<file path="config.mk">
export PLATFORM = sky130hd
export DESIGN_NAME = psf_cfg_regs
export DESIGN_NICKNAME = d
export VERILOG_FILES = /design/src/rtl/core/psf_pkg.sv /design/src/rtl/core/psf_cfg_regs.sv
export SDC_FILE = /design/constraint.sdc
export NUM_CORES = 1
export LEC_CHECK = 0
export ABC_AREA = 0
export BUFFER_PORTS_ARGS = -buffer_cell sky130_fd_sc_hd__buf_2
export CORE_MARGIN = 2
export CORE_UTILIZATION = 43
export CTS_CLUSTER_DIAMETER = 150
export CTS_CLUSTER_SIZE = 10
export DETAILED_ROUTE_END_ITERATION = 10
export PLACE_DENSITY_LB_ADDON = 0.2
export SLEW_MARGIN = 20
export SYNTH_ARGS = -nofsm -noshare
export SYNTH_HDL_FRONTEND = slang
export SYNTH_SLANG_ARGS = --single-unit
</file>
<file path="constraint.sdc">
create_clock -name clk_i -period 1 [get_ports clk_i]
set_input_delay 0.1 -clock clk_i [delete_from_list [all_inputs] [get_ports clk_i]]
set_output_delay 0.1 -clock clk_i [all_outputs]
set_load 0.05 [all_outputs]
</file>
<file path="src/rtl/core/psf_pkg.sv">
// Package for the PNG scanline filter: register codes, filter codes and beat types.
// Used by every module under rtl/core; depends on nothing else.
package psf_pkg;

  localparam int LINE_MAX_DEF   = 4096;
  localparam int HIST_DEPTH_DEF = 8;

  localparam int MODE_W     = 2;
  localparam int BPP_W      = 4;
  localparam int LEN_W      = 13;
  localparam int CFG_IDX_W  = 2;
  localparam int CFG_DATA_W = 13;

  localparam logic [MODE_W-1:0] MODE_RESET = '0;
  localparam logic [BPP_W-1:0]  BPP_RESET  = BPP_W'(1);
  localparam logic [LEN_W-1:0]  LEN_RESET  = LEN_W'(4096);

  typedef enum logic [CFG_IDX_W-1:0] {
    REG_FILTER_MODE     = 2'd0,
    REG_BYTES_PER_PIXEL = 2'd1,
    REG_LINE_LENGTH     = 2'd2
  } cfg_reg_e;

  typedef enum logic [MODE_W-1:0] {
    FILT_SUB  = 2'd0,
    FILT_UP   = 2'd1,
    FILT_AVG  = 2'd2,
    FILT_NONE = 2'd3
  } filter_e;

  typedef struct packed {
    logic [MODE_W-1:0] filter_mode;
    logic [BPP_W-1:0]  bytes_per_pixel;
    logic [LEN_W-1:0]  line_length;
  } cfg_t;

  typedef struct packed {
    logic [7:0] raw_byte;
    logic       frame_start;
  } in_beat_t;

  typedef struct packed {
    logic [7:0] filtered_byte;
    logic       row_end;
  } out_beat_t;

  // Work carried from the front stage to the output stage.
  typedef struct packed {
    logic [7:0] raw_byte;
    logic [7:0] left_byte;
    logic       first_row;
    logic       row_end;
  } s1_t;

endpackage

</file>
<file path="src/rtl/core/psf_cfg_regs.sv">
// Configuration registers of the PNG scanline filter.
// Depends on psf_pkg for register codes, widths and reset values.
module psf_cfg_regs (
  input  logic                               clk_i,
  input  logic                               rst_ni,
  input  logic                               cfg_we_i,
  input  logic [psf_pkg::CFG_IDX_W-1:0]      cfg_idx_i,
  input  logic [psf_pkg::CFG_DATA_W-1:0]     cfg_wdata_i,
  output psf_pkg::cfg_t                      cfg_o
);

  psf_pkg::cfg_t cfg_q, cfg_d;

  always_comb begin
    cfg_d = cfg_q;
    if (cfg_we_i) begin
      unique case (psf_pkg::cfg_reg_e'(cfg_idx_i))
        psf_pkg::REG_FILTER_MODE: begin
          cfg_d.filter_mode = cfg_wdata_i[psf_pkg::MODE_W-1:0];
        end
        psf_pkg::REG_BYTES_PER_PIXEL: begin
          cfg_d.bytes_per_pixel = cfg_wdata_i[psf_pkg::BPP_W-1:0];
        end
        psf_pkg::REG_LINE_LENGTH: begin
          cfg_d.line_length = cfg_wdata_i[psf_pkg::LEN_W-1:0];
        end
        default: begin
          cfg_d = cfg_q;
        end
      endcase
    end
  end

  always_ff @(posedge clk_i or negedge rst_ni) begin
    if (!rst_ni) begin
      cfg_q.filter_mode     <= psf_pkg::MODE_RESET;
      cfg_q.bytes_per_pixel <= psf_pkg::BPP_RESET;
      cfg_q.line_length     <= psf_pkg::LEN_RESET;
    end else begin
      cfg_q <= cfg_d;
    end
  end

  assign cfg_o = cfg_q;

endmodule

</file>
==> flow_summary.toml <==
[routing]
antenna_left = 0
drt-met1-wl_um = 582
drc = 0
drt_iter0_markers = 2
finalWirelength_um = 1440
drt-wirelength-per-cell_um = 14.7
dr_wl_met2_um = 734
num_vias = 492
via_per_inst = 5.02
top_layer = "met4"
dr_wl_met3_um = 115
firstDrtPassIters = 4

[clock_network]
tritoncts = "done"
cts_root_buffer = "clkbuf_4"
clockBufferDepth = 2
cts_max_level = 1
path_clk_slew_ns = 0.11
cts_buffers = 3
clock_sinks = 19
worstSkewPairLatency_ns = 0.29

[worst_setup_path]
path_cells = "buf_8"
worst-path-max-fanout = 2
cp-end-kind = "output port"
cp_top_family = "flip-flops"
slowest_stage = "dfstp_2"
required_ns = 0.90
path_buf_inv = 1
crit_type = "reg2out"
cpPeakStageDelay_ns = 0.56
cp.arrival_ns = 1.00
start_kind = "register"

[placed_design]
io_buffers = 36
gp_congestion = 0.674
place_area_um2 = 927
place_inst = 93

[sta]
finalCriticalPeriod_ns = 1.10
setup_viol = 2
clock_skew_ns = 0
final_max_slew_viol_count = 0
rsz0062_at_grt = "yes"
finalSetupTns_ns = -0.190
tightest_slew_ns = 0.418
fin_ws_ns = -0.0955
period_share_pct = 110
slew_headroom_pct = 72.2
hold_viol_final = 0
fmax_ghz = 0.913

[synth]
seq_area_frac_synth_pct = 64.7
muxShareOfSynthArea_pct = 29.0
synth-seq-cells = 19
synth_simple_gate_area_share_pct = 4.75
synth_nets = 60
synth_top_family_by_area = "multiplexers"
synthAdderAreaFrac_pct = 0
avgSynthCellArea_um2 = 17.6
synth_xor_xnor_area_share_pct = 0
netlist_area_um2 = 738
synth_cell_types = 7
ys.warnings.count = 0
synth_cells = 42
synth_compound_area_share_pct = 0

[floorplan]
die_y_um = 45.4
core_um2 = 1560
die_area_um2 = 2060
rows = 14
ioPinCount = 37
fp.dieW_um = 45.4
start_util_pct = 47.4

[cells_and_area]
num-fill-cells = 120
largest_register_ff_count = 19
layout_common_cells = "19 x mux2_2, 17 x dfrtp_1, 17 x buf_2"
final_cell_area_um2 = 1060
nNetsFinal = 101
finalNonFillerCells = 98
final_common_cell = "mux2_2"
final_layout_size_suffix_gt1_share_pct = 74.4
num_antenna_cells = 0
syn_to_final_growth_pct = 43.1

[worst_hold_path]
hp-class = "in2reg"

[pwr]
pwr_density_cell_nw_per_um2 = 2320
fin_total_pwr_w = 0.00245
ir_drop_mv = 1.23
power_leakage_nw = 0.514

[outcome]
status = "finished with violations"
violations = "negative setup slack"

[global_routing]
globalRouteOverflowTotal = 0
grt_pass1_vias = 472
grt_pass1_wl_um = 2070
grt_start_max_net_pins = 20
gr-usage-all-layers_pct = 14.2
grt_antenna_before_repair = 0

[flow_run]
max-cap-violations = 0
worst paths after layout:
check | start | to | slack, ns | cells past startpoint
max reg2reg | cfg_o[1] | cfg_o[1] | 0.21 | 1
min in group asynchronous | rst_ni | cfg_o[14] | 0.26 | 2
min | cfg_wdata_i[11] | cfg_o[11] | 0.03 | 2
max in group asynchronous | rst_ni | cfg_o[13] | 0.41 | 2
min reg2reg | cfg_o[14] | cfg_o[14] | 0.51 | 1
max | cfg_o[12] | cfg_o[12] | -0.1 | 1
layout make-up:
type,instances,area [um^2],share of cell area (%)
tap,16,20.0,1.90
multi-input combinational,22,249,23.6
sequential,19,478,45.3
clock buffer,4,26.3,2.49
timing repair buffer,37,283,26.8
synthesized netlist by cell type:
library cell,n,area share (%)
nand3b_4,1,2.7
dfstp_2,2,7.1
mux2_2,19,29
dfrtp_1,17,58
buf_6,1,1.5
nor3b_1,1,1.0
nand3b_1,1,1.0
through the flow:
step | hold slack [ns] | util, % | setup WS [ns]
6_report | 0.0338 | 67.7 | -0.0955
5_1_grt | 0.0263 | 67.7 | -0.128
4_1_cts | 0.0296 | 65.8 | -0.0999
3_5_place_dp | 0.0543 | 59.5 | -0.0216
3_3_place_gp | 0.0544 | 59.5 | 0.00575
2_1_floorplan | -0.196 | - | 0.00962
what timing repair did:
action	in CTS	in global routing
hold endpoints to repair	17	0
endpoints found under the setup margin	19	10
pin swaps	0	0
hold buffers	1	0
buffers inserted	0	0
resized for setup	23	8
power by group:
group	switching (W)	total (W)	internal, W	leakage, nW
Clock	0.000225	0.000380	0.000155	0.0150
Combinational	0.000663	0.00105	0.000389	0.277
Sequential	0.0000913	0.00102	0.000925	0.222
Total	0.000980	0.00245	0.00147	0.514
per-layer routing:
layer	vias up	GRT usage (%)
li1	230	-
met1	241	16.9
met2	19	24.2
met3	2	3.97
met4	0	5.29
met5	-	0
logic make-up (layout without fill, tap and decap cells):
group / Yosys count / in the layout
buffers and inverters: 1 / 41
flip-flops: 19 / 19
AND/OR/NAND/NOR: 3 / 3
multiplexers: 19 / 19
Power figures use the tool's default switching activity.
