## config.mk

```make
export PLATFORM = sky130hd
export DESIGN_NAME = psf_out_stage
export DESIGN_NICKNAME = d
export VERILOG_FILES = /design/src/rtl/core/psf_pkg.sv /design/src/rtl/core/psf_out_stage.sv
export SDC_FILE = /design/constraint.sdc
export NUM_CORES = 1
export LEC_CHECK = 0
export BUFFER_PORTS_ARGS = -buffer_cell sky130_fd_sc_hd__buf_4
export CORE_ASPECT_RATIO = 1.1
export CORE_MARGIN = 2
export CORE_UTILIZATION = 51
export CTS_CLUSTER_DIAMETER = 50
export DETAILED_ROUTE_END_ITERATION = 8
export GPL_ROUTABILITY_DRIVEN = 0
export PLACE_DENSITY = 0.89
export REMOVE_ABC_BUFFERS = 1
export SYNTH_ARGS = -nofsm -noshare
export SYNTH_HDL_FRONTEND = slang
export SYNTH_SLANG_ARGS = --single-unit
```

## constraint.sdc

```tcl
create_clock -name clk_i -period 2.01 [get_ports clk_i]
set_input_delay 0.603 -clock clk_i [delete_from_list [all_inputs] [get_ports clk_i]]
set_output_delay 0.603 -clock clk_i [all_outputs]
set_load 0.01 [all_outputs]
```

## src/rtl/core/psf_pkg.sv

```systemverilog
// Package for the PNG scanline filter: register codes, filter codes and beat types.
// Used by every module under rtl/core; depends on nothing else.
package psf_pkg;

  localparam int LINE_MAX_DEF   = 4096;
  localparam int HIST_DEPTH_DEF = 8;

  localparam int MODE_W     = 2;
  localparam int BPP_W      = 4;
  localparam int LEN_W      = 13;
  localparam int CFG_IDX_W  = 2;
  localparam int CFG_DATA_W = 13;

  localparam logic [MODE_W-1:0] MODE_RESET = '0;
  localparam logic [BPP_W-1:0]  BPP_RESET  = BPP_W'(1);
  localparam logic [LEN_W-1:0]  LEN_RESET  = LEN_W'(4096);

  typedef enum logic [CFG_IDX_W-1:0] {
    REG_FILTER_MODE     = 2'd0,
    REG_BYTES_PER_PIXEL = 2'd1,
    REG_LINE_LENGTH     = 2'd2
  } cfg_reg_e;

  typedef enum logic [MODE_W-1:0] {
    FILT_SUB  = 2'd0,
    FILT_UP   = 2'd1,
    FILT_AVG  = 2'd2,
    FILT_NONE = 2'd3
  } filter_e;

  typedef struct packed {
    logic [MODE_W-1:0] filter_mode;
    logic [BPP_W-1:0]  bytes_per_pixel;
    logic [LEN_W-1:0]  line_length;
  } cfg_t;

  typedef struct packed {
    logic [7:0] raw_byte;
    logic       frame_start;
  } in_beat_t;

  typedef struct packed {
    logic [7:0] filtered_byte;
    logic       row_end;
  } out_beat_t;

  // Work carried from the front stage to the output stage.
  typedef struct packed {
    logic [7:0] raw_byte;
    logic [7:0] left_byte;
    logic       first_row;
    logic       row_end;
  } s1_t;

endpackage

```

## src/rtl/core/psf_out_stage.sv

```systemverilog
// Output stage: combines raw, left and above bytes and holds the result beat.
// Depends on psf_pkg for filter codes and beat types.
module psf_out_stage (
  input  logic                         clk_i,
  input  logic                         rst_ni,
  input  logic                         s1_valid_i,
  input  psf_pkg::s1_t                 s1_i,
  input  logic [7:0]                   above_raw_i,
  input  logic [psf_pkg::MODE_W-1:0]   filter_mode_i,
  output logic                         take_o,
  output logic                         out_valid_o,
  output psf_pkg::out_beat_t           out_data_o,
  input  logic                         out_stall_i
);

  logic               out_valid_q;
  psf_pkg::out_beat_t out_q, out_d;
  logic [7:0]         above;
  logic [8:0]         avg_sum;

  assign take_o = s1_valid_i && (!out_valid_q || !out_stall_i);

  always_comb begin
    above   = s1_i.first_row ? 8'd0 : above_raw_i;
    avg_sum = {1'b0, s1_i.left_byte} + {1'b0, above};
    out_d.row_end       = s1_i.row_end;
    out_d.filtered_byte = s1_i.raw_byte;
    unique case (psf_pkg::filter_e'(filter_mode_i))
      psf_pkg::FILT_SUB:  out_d.filtered_byte = s1_i.raw_byte - s1_i.left_byte;
      psf_pkg::FILT_UP:   out_d.filtered_byte = s1_i.raw_byte - above;
      psf_pkg::FILT_AVG:  out_d.filtered_byte = s1_i.raw_byte - avg_sum[8:1];
      psf_pkg::FILT_NONE: out_d.filtered_byte = s1_i.raw_byte;
      default:            out_d.filtered_byte = s1_i.raw_byte;
    endcase
  end

  always_ff @(posedge clk_i or negedge rst_ni) begin
    if (!rst_ni) begin
      out_valid_q <= 1'b0;
    end else if (take_o) begin
      out_valid_q <= 1'b1;
    end else if (!out_stall_i) begin
      out_valid_q <= 1'b0;
    end
  end

  always_ff @(posedge clk_i) begin
    if (take_o) begin
      out_q <= out_d;
    end
  end

  assign out_valid_o = out_valid_q;
  assign out_data_o  = out_q;

  a_take_delivers: assert property (@(posedge clk_i) disable iff (!rst_ni)
    take_o |=> out_valid_q && out_q.row_end == $past(s1_i.row_end))
    else $error("Taken beat did not land in the output register.");

endmodule
```

==> summary by stage <==
Floorplan
Measured along the y axis, the die boundary spans 57.74 um. The die covers slightly above 3000 um^2. The effective utilization at floorplan is 0.5363. The floorplan has 19 rows. Pin placement for this block handled 43 I/O pins. The core outline area is 2496 um^2. The die width is between 50 and 60 um.

Clock tree
The TritonCTS clock tree is yes. After clock tree synthesis, the flow added hold-fix buffers numbering 0. The worst-case clock buffer depth is 2. The tree is rooted in a sky130_fd_sc_hd__clkbuf_4. The clock drives 10 sinks.

The number of levels in the clock H-tree is 1. The later pin in the worst-skew pair is clocked with a latency of 280 ps. The CTS clock-pin slew for the worst setup and hold paths is ~60 ps. The number of buffers added by the clock tree synthesis step is 3.

Global routing
The total global routing overflow is 0. The number of global-route vias before repair came to between 1,500 and 2,000. The number of antenna violations at the first check in global routing is 0. Entering global routing, the biggest net connects 10 pins. The first global-routing pass estimated about 7300 um of wire. Across every metal layer, demand over resource in global routing totals 0.3291.

Layout
In the final layout, the share of cells above drive strength 1 is 0.5292. The share of the core filled with cells in the final layout is 0.9078. Compared with the post-synthesis result, the final layout area differs by 69.25%. Leaving out fill and tap cells, the most frequent cell in the layout is sky130_fd_sc_hd__buf_4. The final net count is 290. The count of filler cells inserted in the layout is 91.

The library cells used most frequently in the layout, excluding fill and tap cells, are 78 x sky130_fd_sc_hd__buf_4, 12 x sky130_fd_sc_hd__ha_1, 11 x sky130_fd_sc_hd__nand2_1. The register cell area after layout is 295.3 um^2. The total inserted antenna cells is 0. The area of the multi-input gates is ~1200 um^2.

Logic synthesis
The post-synthesis area per instance is 8.750 um^2. The portion of the post-synthesis area used by sequential elements is 0.2206. After synthesis the cells add up to 1339 um^2.

The count of flip-flops with a built-in enable after synthesis is 9. For this run, the number of Yosys warnings is 0. In the synthesized netlist the dominant register cell turns out to be sky130_fd_sc_hd__edfxtp_1.

Synthesis handed over a netlist of 153 instances. Synthesis instantiated 49 different standard cells from the library. For this run, asynchronously set or reset flops after synthesis account for 0.1000. In this run, synthesis produced a sequential element count of 10.

Timing
The maximum clock frequency is between 0.2 and 0.3 GHz. The count of final setup violators is 8. The max-slew violation count is 0.

The aggregate negative setup slack is -8234 ps. The clock skew after layout is ~5 ps. The number of hold violations in the final report came to 0. Setup repair after global routing could not meet its margin everywhere. For the finished layout, the period the worst path requires is ~3500 ps. For the pin with the worst max-slew slack, the measured transition is 472.7 ps. The remaining max-slew budget at the tightest pin is 0.6815. The final critical-path share of the clock period is 1.753.

Setup slack on the critical path of the routed design comes to -1513 ps.

Routing
After detailed routing, the total wire length is approximately 5500 um. The final route contains 1,702 vias. The post-route antenna net violation count is 0.

In the final routed layout, each cell accounts on average for roughly 20 um. The DRC violation count after routing is 0. The detailed-routing iteration count for the pre-antenna-repair pass is 7. Using the TritonRoute via totals, the vias-per-cell ratio works out to about 6.3. The DRC violation total after the first TritonRoute iteration is between 100 and 150.

Power and ir drop
The maximum ir drop on the vdd rail is between 0.3 and 0.4 mV. For this design the static power due to leakage is about 1.1 nW. Dividing total power by cell area gives a power density of ~530 nW/um^2. Total power for the finished layout comes to 0.001194 W.

Placed design
Detailed placement ended at an HPWL of 3132 um. Timing analysis after detailed placement gives a worst setup slack of -1791 ps. The number of input and output port buffers inserted is 42.

Worst setup path
The worst register-to-register path begins at out_valid_o. Across all register-to-register paths, the minimum setup slack is roughly 820 ps. For the worst flop-to-flop path, the logic depth is 2. For the worst setup path, the data required time is approximately 2000 ps. The maximum fanout along the worst path is 5. The worst setup path is captured at a flop. The worst register-to-register path ends at out_data_o[7].

The critical path in this run is classified as primary input to flop. Data on the critical path arrives at its endpoint at roughly 3600 ps. The category of the worst setup path launch point is a primary input.

Status
The final reports fail on negative setup slack. The flow ran to the end, but the final reports show violations.

Job
Max-cap violations in this run came to 0.

Worst hold path
The min-delay analysis places its worst path in the category primary input to async pin.
==> sequential cells by signal, indices dropped and copies added (netlist names) <==
register and count:
out_valid_o 1, out_data_o 9
==> synthesized netlist by cell type, drive strengths merged, types with 2 or more instances <==
cell type	n	area, um^2
buf	2	12.51
ha	15	187.7
edfxtp	9	270.3
a21oi	8	40.04
a221oi	2	35.04
o21bai	2	15.01
nand3	4	20.02
a21boi	2	15.01
nand2	13	48.80
fa	2	40.04
a21o	4	31.28
xor2	4	35.03
o21a	2	15.01
xnor2	8	70.07
a221o	4	40.04
nor2	3	11.26
o21ai	18	93.84
mux2i	3	30.03
and3	2	12.51
nor2b	13	83.83
inv	12	45.04
==> critical path: stages <==
cell and delay, ps:
sky130_fd_sc_hd__buf_12 110, sky130_fd_sc_hd__nor2b_4 180, sky130_fd_sc_hd__ha_4 240, sky130_fd_sc_hd__and4b_1 240
sky130_fd_sc_hd__o21a_1 230, sky130_fd_sc_hd__a211oi_1 160, sky130_fd_sc_hd__o21bai_2 200, sky130_fd_sc_hd__mux2i_1 240
sky130_fd_sc_hd__nor2b_1 90, sky130_fd_sc_hd__ha_1 370, sky130_fd_sc_hd__o2111ai_4 160, sky130_fd_sc_hd__a41oi_2 170
sky130_fd_sc_hd__nor3_1 260, sky130_fd_sc_hd__mux2i_1 140, sky130_fd_sc_hd__xnor2_1 160
==> per-stage QoR <==
| step | hold WS [ps] | cell area [um^2] | instances |
|---|---|---|---|
| floorplan | 307.4 | 1323 | 150 |
| global placement | 378.7 | 1997 | 264 |
| detailed placement | 379.3 | 1997 | 264 |
| CTS | 88.58 | 2146 | 270 |
| global route | 88.87 | 2266 | 271 |
| finish | 85.01 | 2266 | 271 |
==> routing by layer <==
layer  GRT usage  vias up  wire (um)
met4      0.2015        0        351
li1            -      741          -
met1      0.3186      775       1854
met3     0.03093       37        469
met5           0        -          0
met2      0.6411      149       2844
==> how the worst max path moves through the flow <==
stage	slack, ps	from	cells after the start	endpoint
after floorplan	-1440	above_raw_i[1]	16	out_data_o[8]
after global routing	-1570	s1_i[1]	15	out_data_o[8]
after detailed placement	-1790	s1_i[1]	15	out_data_o[8]
final	-1510	s1_i[1]	15	out_data_o[8]
after CTS	-1280	above_raw_i[0]	17	out_data_o[8]
after global placement	-1650	s1_i[1]	15	out_data_o[8]
==> logic make-up after synthesis <==
logic type               after synthesis  synth area share
adder cells (fa/ha/maj)               18            0.1785
XOR/XNOR                              12           0.07850
flip-flops                            10            0.2206
multiplexers                           4           0.03084
AO/OA/AOI/OAI                         52            0.2757
buffers and inverters                 15           0.04579
AND/OR/NAND/NOR                       42            0.1701
==> repair_timing <==
action | in CTS | in global routing
pin swaps | 17 | 28
resized for setup | 31 | 26
endpoints found under the setup margin | 8 | 8
hold endpoints to repair | 0 | 0
buffers inserted | 2 | 2
==> layout make-up <==
class / instances / share of cell area
Tap cell: 31 / 0.01712
Inverter: 12 / 0.01988
Clock buffer: 3 / 0.009939
Multi-Input combinational cell: 128 / 0.5152
Clock inverter: 1 / 0.001657
Timing Repair Buffer: 86 / 0.3059
Sequential cell: 10 / 0.1303
==> where the power goes <==
group          internal (W)  switching, W
sequential         0.000265    0.00000687
combinational      0.000405      0.000367
clock             0.0000722     0.0000783
Note: power is estimated with default switching activity, not from simulation.
