===== src/rtl/core/psf_pkg.sv =====
// Package for the PNG scanline filter: register codes, filter codes and beat types.
// Used by every module under rtl/core; depends on nothing else.
package psf_pkg;

  localparam int LINE_MAX_DEF   = 4096;
  localparam int HIST_DEPTH_DEF = 8;

  localparam int MODE_W     = 2;
  localparam int BPP_W      = 4;
  localparam int LEN_W      = 13;
  localparam int CFG_IDX_W  = 2;
  localparam int CFG_DATA_W = 13;

  localparam logic [MODE_W-1:0] MODE_RESET = '0;
  localparam logic [BPP_W-1:0]  BPP_RESET  = BPP_W'(1);
  localparam logic [LEN_W-1:0]  LEN_RESET  = LEN_W'(4096);

  typedef enum logic [CFG_IDX_W-1:0] {
    REG_FILTER_MODE     = 2'd0,
    REG_BYTES_PER_PIXEL = 2'd1,
    REG_LINE_LENGTH     = 2'd2
  } cfg_reg_e;

  typedef enum logic [MODE_W-1:0] {
    FILT_SUB  = 2'd0,
    FILT_UP   = 2'd1,
    FILT_AVG  = 2'd2,
    FILT_NONE = 2'd3
  } filter_e;

  typedef struct packed {
    logic [MODE_W-1:0] filter_mode;
    logic [BPP_W-1:0]  bytes_per_pixel;
    logic [LEN_W-1:0]  line_length;
  } cfg_t;

  typedef struct packed {
    logic [7:0] raw_byte;
    logic       frame_start;
  } in_beat_t;

  typedef struct packed {
    logic [7:0] filtered_byte;
    logic       row_end;
  } out_beat_t;

  // Work carried from the front stage to the output stage.
  typedef struct packed {
    logic [7:0] raw_byte;
    logic [7:0] left_byte;
    logic       first_row;
    logic       row_end;
  } s1_t;

endpackage


===== src/rtl/core/psf_front.sv =====
// Front stage: column tracking, left-byte history and line store addressing.
// Depends on psf_pkg for beat types and configuration.
module psf_front #(
  parameter int LINE_MAX      = psf_pkg::LINE_MAX_DEF,
  parameter int HISTORY_DEPTH = psf_pkg::HIST_DEPTH_DEF,
  parameter int CW            = (LINE_MAX > 1) ? $clog2(LINE_MAX) : 1
) (
  input  logic              clk_i,
  input  logic              rst_ni,
  input  logic              in_valid_i,
  input  psf_pkg::in_beat_t in_data_i,
  output logic              in_stall_o,
  input  psf_pkg::cfg_t     cfg_i,
  input  logic              take_i,
  output logic              s1_valid_o,
  output psf_pkg::s1_t      s1_o,
  output logic              mem_en_o,
  output logic [CW-1:0]     mem_addr_o,
  output logic [7:0]        mem_wdata_o
);

  localparam int HW  = (HISTORY_DEPTH > 1) ? $clog2(HISTORY_DEPTH) : 1;
  localparam int IW  = HW + 2;
  localparam int LW  = $clog2(LINE_MAX + 1);
  localparam int LW1 = LW + 1;

  logic [CW-1:0]   col_q, col_d, col;
  logic            first_q, first_d, first;
  logic [HW-1:0]   hptr_q, hptr_d, hptr;
  logic [7:0]      hist_q [HISTORY_DEPTH];
  logic            s1_valid_q;
  psf_pkg::s1_t    s1_q;

  logic                      accept;
  logic [psf_pkg::BPP_W-1:0] bppc;
  logic [LW-1:0]             lenc;
  logic [IW-1:0]             rsum, ridx;
  logic                      left_ok, last;
  logic [7:0]                left;

  assign in_stall_o = s1_valid_q && !take_i;
  assign accept     = in_valid_i && !in_stall_o;

  always_comb begin
    if (cfg_i.bytes_per_pixel == '0) begin
      bppc = psf_pkg::BPP_W'(1);
    end else if (32'(cfg_i.bytes_per_pixel) > HISTORY_DEPTH) begin
      bppc = psf_pkg::BPP_W'(HISTORY_DEPTH);
    end else begin
      bppc = cfg_i.bytes_per_pixel;
    end
    if (cfg_i.line_length == '0) begin
      lenc = LW'(1);
    end else if (32'(cfg_i.line_length) > LINE_MAX) begin
      lenc = LW'(LINE_MAX);
    end else begin
      lenc = LW'(cfg_i.line_length);
    end
  end

  // A frame start puts this beat at column zero of a first row.
  always_comb begin
    col   = in_data_i.frame_start ? '0 : col_q;
    first = in_data_i.frame_start | first_q;
    hptr  = in_data_i.frame_start ? '0 : hptr_q;
  end

  // The history slot of column col-bpp is hptr-bpp, wrapped into the history depth.
  always_comb begin
    rsum = IW'(hptr) + IW'(HISTORY_DEPTH) - IW'(bppc);
    if (rsum >= IW'(HISTORY_DEPTH)) begin
      ridx = rsum - IW'(HISTORY_DEPTH);
    end else begin
      ridx = rsum;
    end
    left_ok = 32'(col) >= 32'(bppc);
    left    = left_ok ? hist_q[ridx[HW-1:0]] : 8'd0;
    last    = (LW1'(col) + LW1'(1)) >= LW1'(lenc);
  end

  always_comb begin
    col_d   = col_q;
    first_d = first_q;
    hptr_d  = hptr_q;
    if (accept) begin
      if (last) begin
        col_d   = '0;
        first_d = 1'b0;
        hptr_d  = '0;
      end else begin
        col_d   = col + CW'(1);
        first_d = first;
        hptr_d  = (hptr == HW'(HISTORY_DEPTH - 1)) ? '0 : hptr + HW'(1);
      end
    end
  end

  always_ff @(posedge clk_i or negedge rst_ni) begin
    if (!rst_ni) begin
      col_q      <= '0;
      first_q    <= 1'b1;
      hptr_q     <= '0;
      s1_valid_q <= 1'b0;
      for (int i = 0; i < HISTORY_DEPTH; i++) begin
        hist_q[i] <= 8'd0;
      end
    end else begin
      col_q   <= col_d;
      first_q <= first_d;
      hptr_q  <= hptr_d;
      if (accept) begin
        hist_q[hptr] <= in_data_i.raw_byte;
        s1_valid_q   <= 1'b1;
      end else if (take_i) begin
        s1_valid_q <= 1'b0;
      end
    end
  end

  always_ff @(posedge clk_i) begin
    if (accept) begin
      s1_q.raw_byte  <= in_data_i.raw_byte;
      s1_q.left_byte <= left;
      s1_q.first_row <= first;
      s1_q.row_end   <= last;
    end
  end

  assign s1_valid_o  = s1_valid_q;
  assign s1_o        = s1_q;
  assign mem_en_o    = accept;
  assign mem_addr_o  = col;
  assign mem_wdata_o = in_data_i.raw_byte;

  a_accept_fills: assert property (@(posedge clk_i) disable iff (!rst_ni)
    accept |=> s1_valid_q)
    else $error("Accepted beat did not reach the front stage register.");

  a_row_end_wraps: assert property (@(posedge clk_i) disable iff (!rst_ni)
    accept && last |=> col_q == '0 && !first_q && hptr_q == '0)
    else $error("Column state not cleared after the last beat of a row.");

  a_col_range: assert property (@(posedge clk_i) disable iff (!rst_ni)
    32'(col_q) < LINE_MAX)
    else $error("Column counter beyond the line store.");

  a_hptr_range: assert property (@(posedge clk_i) disable iff (!rst_ni)
    32'(hptr_q) < HISTORY_DEPTH)
    else $error("History pointer beyond the history depth.");

endmodule


===== config.mk =====
export PLATFORM = sky130hd
export DESIGN_NAME = psf_front
export DESIGN_NICKNAME = d
export VERILOG_FILES = /design/src/rtl/core/psf_pkg.sv /design/src/rtl/core/psf_front.sv
export SDC_FILE = /design/constraint.sdc
export NUM_CORES = 1
export LEC_CHECK = 0
export ABC_CLOCK_PERIOD_IN_PS = 2600
export BUFFER_PORTS_ARGS = -buffer_cell sky130_fd_sc_hd__buf_4
export CAP_MARGIN = 15
export CORE_MARGIN = 2
export CORE_UTILIZATION = 50
export DETAILED_ROUTE_END_ITERATION = 12
export PLACE_DENSITY = 0.79
export REMOVE_ABC_BUFFERS = 1
export SYNTH_ARGS = -nofsm -noshare
export SYNTH_HDL_FRONTEND = slang
export SYNTH_SLANG_ARGS = --single-unit

===== constraint.sdc =====
create_clock -name clk_i -period 2.6 [get_ports clk_i]
set_input_delay 0.13 -clock clk_i [delete_from_list [all_inputs] [get_ports clk_i]]
set_output_delay 0.13 -clock clk_i [all_outputs]
set_load 0.1 [all_outputs]

==> out/qor.txt <==
Final Hold Fails = 0
CP startpoint kind = flip-flop
Xor and xnor area share after synthesis = 2.75%
CP arrival = 2.82 ns
Number of DRC markers in iteration 0 = 143
Cell taking the most area after synthesis = sky130_fd_sc_hd__dfrtp_1
F_max = 0.388 GHz
Max Cap Violations = 0
Die span in y = 106 µm
Power share of the clock group = 22.7%
Tightest Hold Check Type = in -> reg
Worst-case clock buffer depth = 2
Die Footprint = 11200 µm²
Mean area per synthesized cell = 12.9 µm²
Yosys synthesis warning count = 0
DR WL/cell = 17.4 µm
Number of detailed-route iterations in the first pass = 4
Portion of the clock cycle consumed by the worst path in the final layout = 99.0%
Port buffer count = 70
Post-synth top flop = sky130_fd_sc_hd__dfrtp_1
Area grow syn2layout = 21.9%
Multi-input logic area = 2520 µm²
Maximum number of pins on one net before global-route repair = 82
Share of synthesized cell area in and, or, nand and nor gates = 12.0%
Standard-cell rows = 37
Syn Std Cell Area = 5190 µm²
Number of distinct library cell variants in the gate-level netlist after synthesis = 51
Post-layout min period = 2.57 ns
Final critical-path setup slack = 0.0257 ns
DRC violation count after routing = 0
Global route total overflow = 0
Detailed-route via count = 3468
Sw Ratio = 30.7%
Relative slew slack = 32.3%
Worst Path Required = 2.85 ns
Portion of synthesized cell area occupied by the leading cell type = 38.6%
Share of the yosys chip area belonging to registers = 49.5%
Maximum fanout encountered on the critical timing path = 4
Filler cell count in the final layout = 830
Unrepaired setup endpoints after global routing = true
Number of nets still failing antenna checks after routing = 0
CTS H-tree lvls = 3
Number of global-route vias before repair = 3569
Routability-driven placement congestion ratio = 0.819
Master cell of the clock root buffer = sky130_fd_sc_hd__clkbuf_8
Most frequently used cell type in the post-synthesis netlist = sky130_fd_sc_hd__dfrtp_1
Placeable Area = 10200 µm²
Via-to-Cell Ratio = 5.50
Synth Area in Adders = 5.21%
Worst r2r path cells = 13
Layout cells sized above 1 = 45.1%
Number of top-level pins = 73
Number of antenna repair diodes = 0
Antenna violations before repair = 0
Post-detail-place hpwl = 7450 µm
Overall Global Routing Usage = 20.4%
Critical Path End Type = flip-flop
Final standard cell utilization of the core = 62.1%
Final setup violating endpoints = 0
Tot Pwr = 5280 µW
Post-route standard cell area excluding fillers = 6330 µm²
Worst-case clock skew = 0.0121 ns
Portion of total power attributed to combinational logic = 32.7%
Final Max Tran Viols = 0
Final routed wirelength across all metal layers = 11000 µm
Place WS = -0.106 ns
Clock transition time at the flip-flop clock pins of the worst setup and hold paths = 0.09 ns
Combined flip-flop and latch cell area = 2570 µm²
Net switching power of the design = 1620 µW
Fraction of synthesized area in multiplexers = 23.0%
Leading post-synthesis cells by cell area = sky130_fd_sc_hd__dfrtp_1, sky130_fd_sc_hd__mux2_2, sky130_fd_sc_hd__edfxtp_1
Clock tree from TritonCTS = built
WL met1 = 4820 µm
Fraction of power consumed by sequential logic = 44.6%
Placed standard-cell area = 5970 µm²
Worst IR Drop VDD = 778 µV
Number of synthesized register bits = 99
Die Span X = 106 µm
Post-synth ARST share = 81.8%
Initial standard-cell utilization of the core = 51.0%
Slew at the pin closest to its max-slew limit = 1.02 ns
Routed length on met3 = 388 µm
Reported leakage power = 0.00303 µW
Largest family of logic cells by synthesized area = multiplexers
Critical path class = reg -> reg
Top routing layer used = met4
First-pass GRT wire length = 17800 µm
Clock latency on the worst-skew pair = 0.36 ns
Top cells by count, synth = sky130_fd_sc_hd__dfrtp_1, sky130_fd_sc_hd__mux2_2, sky130_fd_sc_hd__nand2_1
Synthesized instance count = 401
P per Cell Area = 835 nW/µm²
Worst Hold Depth = 1
Routed wl met2 = 5560 µm
Net total in the final layout = 543
Compound-Gate Fraction of Synth Area = 4.36%
Result of the run = completed
Number of buffers created by CTS = 9
Sink Count = 99
Number of flops mapped to enable cells by yosys = 18
Total internal power = 3660 µW
==> registers in the layout, indices dropped and copies added (netlist names) <==
register / flops
s1_o: 18
col_q: 12
s1_valid_o: 1
hptr_q: 3
hist_q: 64
first_q: 1
==> area by class of cell <==
class | count | area share, %
sequential | 99 | 40.6
multi-input combinational | 272 | 39.9
timing repair buffer | 100 | 12.4
tap | 136 | 2.69
clock buffer | 11 | 2.23
clock inverter | 5 | 1.70
inverter | 8 | 0.475
==> cell families after synthesis <==
| logic type | Yosys count |
|---|---|
| flip-flops | 99 |
| AO/OA/AOI/OAI | 35 |
| buffers and inverters | 30 |
| XOR/XNOR | 12 |
| AND/OR/NAND/NOR | 113 |
| adder cells (fa/ha/maj) | 21 |
| multiplexers | 91 |
==> power groups by stage <==
| stage | Clock, µW | Sequential (µW) | Combinational [µW] |
|---|---|---|---|
| 3_5_place_dp | 0 | 2370 | 1720 |
| 4_1_cts | 1220 | 2350 | 1730 |
| 5_1_grt | 1280 | 2410 | 1840 |
| 2_1_floorplan | 0 | 2480 | 1080 |
| 6_report | 1200 | 2360 | 1720 |
| 3_3_place_gp | 0 | 2330 | 1650 |
==> worst max-delay path, stage by stage, from the launching register on <==
cell and delay [ns]:
sky130_fd_sc_hd__dfrtp_1 0.36, sky130_fd_sc_hd__nor2b_4 0.18, sky130_fd_sc_hd__ha_4 0.17, sky130_fd_sc_hd__nand2_4 0.06
sky130_fd_sc_hd__nor3_4 0.22, sky130_fd_sc_hd__nand3_2 0.12, sky130_fd_sc_hd__xnor2_2 0.16, sky130_fd_sc_hd__ha_1 0.31
sky130_fd_sc_hd__nand4_1 0.15, sky130_fd_sc_hd__a211oi_2 0.25, sky130_fd_sc_hd__a21oi_2 0.09, sky130_fd_sc_hd__buf_4 0.15
sky130_fd_sc_hd__nand3b_1 0.14, sky130_fd_sc_hd__o21ai_1 0.10
==> worst paths after layout <==
| check | slack (ns) | from | end |
|---|---|---|---|
| setup / recovery | 0.03 | col_q[1]$_DFFE_PN0P_ | col_q[5]$_DFFE_PN0P_ |
| min in group asynchronous | 0.45 | rst_ni | hist_q[8]$_DFFE_PN0P_ |
| hold / removal | 0.01 | in_data_i[6] | s1_o[15]$_DFFE_PP_ |
| hold reg to reg | 0.51 | hist_q[37]$_DFFE_PN0P_ | hist_q[37]$_DFFE_PN0P_ |
| setup reg to reg | 0.03 | col_q[1]$_DFFE_PN0P_ | col_q[5]$_DFFE_PN0P_ |
| max in group asynchronous | 1.40 | rst_ni | col_q[3]$_DFFE_PN0P_ |
==> per-stage QoR <==
stage	setup TNS [ns]	std cells	hold WS [ns]
after floorplan	-43.33	379	-0.166
after global placement	-0.106	611	0.335
after detailed placement	-0.891	611	0.347
after CTS	0	629	0.00195
after global routing	-1.87	631	0.00274
final	0	631	0.0137
==> metal layers <==
metal / GRT usage, % / vias up
met2: 34.7 / 91
met5: 0 / -
met1: 26.7 / 1733
met4: 6.58 / 0
met3: 3.40 / 21
li1: - / 1623
==> cells in the final DEF, fill, tap and decap left out, types with 10 or more instances in the layout <==
cell type / instances
sky130_fd_sc_hd__dfrtp_1: 79
sky130_fd_sc_hd__nand2_1: 36
sky130_fd_sc_hd__edfxtp_1: 18
sky130_fd_sc_hd__mux2_2: 64
sky130_fd_sc_hd__nor2b_1: 10
sky130_fd_sc_hd__nor2_1: 20
sky130_fd_sc_hd__clkbuf_8: 10
sky130_fd_sc_hd__buf_4: 95
sky130_fd_sc_hd__mux2i_1: 11
sky130_fd_sc_hd__mux4_2: 16
sky130_fd_sc_hd__ha_1: 19
==> timing repair <==
| item | in CTS | in global routing |
|---|---|---|
| endpoints found under the setup margin | 17 | 17 |
| gates resized for setup | 8 | 12 |
| pin swaps | 2 | 11 |
| buffers inserted | 0 | 2 |
| endpoints found under the hold margin | 81 | 0 |
| hold buffers | 2 | 0 |
(Power assumes the default switching activity.)
